[config.mk]
export PLATFORM = sky130hd
export DESIGN_NAME = psft_ram
export DESIGN_NICKNAME = d
export VERILOG_FILES = /design/src/sv/psft_ram.sv
export SDC_FILE = /design/constraint.sdc
export NUM_CORES = 1
export LEC_CHECK = 0
export BUFFER_PORTS_ARGS = -buffer_cell sky130_fd_sc_hd__buf_2
export CAP_MARGIN = 40
export CORE_AREA = 3 3 147 149
export CTS_CLUSTER_DIAMETER = 100
export DETAILED_ROUTE_END_ITERATION = 10
export DIE_AREA = 0 0 150 152
export PLACE_DENSITY = 0.65
export REMOVE_ABC_BUFFERS = 1
export SYNTH_ARGS = -nofsm -noshare
export SYNTH_HDL_FRONTEND = slang
export SYNTH_SLANG_ARGS = --single-unit
[constraint.sdc]
create_clock -name clock -period 2.4 [get_ports clock]
set_input_delay 0.24 -clock clock [delete_from_list [all_inputs] [get_ports clock]]
set_output_delay 0.24 -clock clock [all_outputs]
set_load 0.005 [all_outputs]
[src/sv/psft_ram.sv]
module psft_ram #(
   parameter int WIDTH = 8,
   parameter int DEPTH = 32
) (
   input  logic                     clock,
   input  logic                     wr_en,
   input  logic [$clog2(DEPTH)-1:0] wr_addr,
   input  logic [WIDTH-1:0]         wr_data,
   input  logic                     rd_en,
   input  logic [$clog2(DEPTH)-1:0] rd_addr,
   output logic [WIDTH-1:0]         rd_data
);

   logic [WIDTH-1:0] mem_ff [DEPTH];
   logic [WIDTH-1:0] rd_data_ff;

   // read data holds while rd_en is low
   always_ff @(posedge clock) begin
      if (wr_en) begin
         mem_ff[wr_addr] <= wr_data;
      end
      if (rd_en) begin
         rd_data_ff <= mem_ff[rd_addr];
      end
   end

   assign rd_data = rd_data_ff;

endmodule

==> results.toml <==
[run_status]
status = "completed"

[timing]
max_freq_mhz = 502
hold_viol = 0
rsz0062_at_grt = "no"
slew_headroom = 0.479
finalCriticalPeriod_ps = 1990
drv_slew = 0
setup_violations = 0
timing.final.crit_share = 0.829
skew_ps = 17.9
tightestPinTransition_ps = 778
hold-worst-slack_ps = 105
tns_ps = 0

[cts]
numClockSinks = 264
cts_tree = "built"
root_buffer = "clkbuf_16"
post_cts_buffers = 0
holdBufCountCts = 0
clk_latency_ps = 520
h-tree-depth = 1
cts_resized = 0
path_clk_slew_ps = 60
numCtsBuffers = 26
clk_path_buf_depth = 3

[setup_path]
cp_max_fo = 1
critical_path.top_delay_family = "multiplexers"
worstPathCellList = "mux4_2 -> mux4_2 -> mux2_2"
crit_path_end = "rd_data[1]"
critical_path_class = "reg2reg"
rrSetupSlack_ps = 410
worst_path_largest_cell_delay_ps = 540
slowest_stage = "mux4_2"
timing.rr.end = "rd_data[1]"
cp-startpoint = "mem_ff[5][1]"
cp-start-kind = "flip-flop"
critPathArrivalTime_ps = 2250
rr_worst_depth = 3
reg2reg_from = "mem_ff[5][1]"
critical_path.most_common_cell = "mux4_2"
worstPathRequired_ps = 2660
cp-end-kind = "flip-flop"
path_buf_inv = 0
cp.depth = 3

[synthesis]
synth_top_cell_by_area = "edfxtp_1"
ys_seq_area_frac = 0.782
ys_ff_latch = 264
syn_inst = 417
syn_area_um2 = 10100
ys_types = 14
ys.warnings.count = 0
synth_top_cell_area_share = 0.782
synthTopCellsByArea = "edfxtp_1 (78%), mux4_2 (18%), nor2_1 (1.2%)"
avgSynthCellArea_um2 = 24.3

[grt]
use_met1 = 0.298
met3_usage = 0.0289
first_global_vias = 4694
grt_pass1_wl_um = 30900
overflow = 0
busiest_layer = "met1"
met2_usage = 0.264
antenna_found_initial = 0
grt_usage = 0.183
grt_start_max_net_pins = 33

[layout]
seqCellArea_um2 = 7930
final_area_um2 = 11700
final-instance-count-excl-fill = 778
diodes = 0
fin_nets = 511
multi_input_area_um2 = 2100
syn_to_final_growth_pct = 15.4
utilization = 0.576
fillerInstances = 1481
drive_above_1_share = 0.376

[power_and_ir_drop]
ir_worst_vdd_mv = 0.470
leakage_nw = 3.72
powerDensity_nw_per_um2 = 825

[floorplanning]
die_x_um = 150
core_um2 = 20300
rows = 52
die_area_um2 = 22800
pin_count = 29
initial_utilization = 0.499
fp.dieH_um = 152

[place]
dp_cells = 732
gp_congestion = 0.771
place_area_um2 = 10800
hpwl_um = 12700
io_buffers = 28

[route]
drc = 0
vias = 4502
drt_iter0_drc = 429
wire_per_inst_um = 25.8
routed_wl_um = 20100
postRouteAntennaNets = 0
avgViaCountPerCell = 5.79
drt-pass1-iter-count = 4

[run]
drv_cap = 0

[worst_hold_path]
min_path_cells = 1
hold_class = "in2reg"
## area by class of cell
cell class,instances,share of cell area
tap,270,0.0289
multi-input combinational,133,0.180
timing repair buffer,65,0.0413
clock inverter,15,0.0153
sequential,264,0.678
clock buffer,31,0.0572
## metal layers
metal  share of wire  vias to the layer above
met5               0                        -
met1            0.46                     2386
met3           0.063                       25
met2            0.46                      160
met4           0.019                        0
li1                -                     1931
## power by group
group / internal, mW / total, mW / switching (mW)
registers: 5.15 / 5.17 / 0.0229
logic: 0.218 / 0.483 / 0.265
clock network: 2.41 / 4.00 / 1.59
total: 7.78 / 9.65 / 1.88
## worst min path at each step
stage | start | to | slack (ps)
final | rd_en | rd_data[3] | 110
after global routing | rd_en | rd_data[3] | 70
after CTS | rd_en | rd_data[3] | 80
after detailed placement | rd_en | rd_data[3] | 630
after global placement | rd_en | rd_data[3] | 640
after floorplan | wr_data[0] | mem_ff[0][0] | 340
## logic make-up (layout without fill, tap and decap cells)
kind of cell / count (synthesis) / in the layout / synth area share
flip-flops: 264 / 264 / 0.782
multiplexers: 88 / 88 / 0.187
AND/OR/NAND/NOR: 45 / 45 / 0.0205
buffers and inverters: 20 / 111 / 0.0105
## cell usage after synthesis (all sizes together)
library cell and count:
buf 14, clkbuf 6, edfxtp 264, mux2 8, mux4 80, nand2 1, nand3 2, nand3b 5
nor2 33, or3 1, or3b 3
## sequential cells by signal, indices dropped and copies added, names as in the netlist
| register | flops |
|---|---|
| mem_ff | 256 |
| rd_data | 8 |
## cells in the final DEF (no fill, tap or decap), drive strengths merged
cell,count
mux2,8
or3,1
nand2,1
clkinv,11
bufinv,4
nand3,2
nor2,33
edfxtp,264
or3b,3
mux4,80
clkbuf,31
nand3b,5
buf,65
## stage by stage
| stage | power, mW | worst slack, ps |
|---|---|---|
| global placement | 5.74 | 84.9 |
| global route | 9.96 | 385 |
| floorplan | 5.47 | 648 |
| finish | 9.65 | 410 |
| CTS | 9.74 | 387 |
| detailed placement | 5.76 | 76.9 |
No activity file was read; power rests on OpenSTA's default activity.
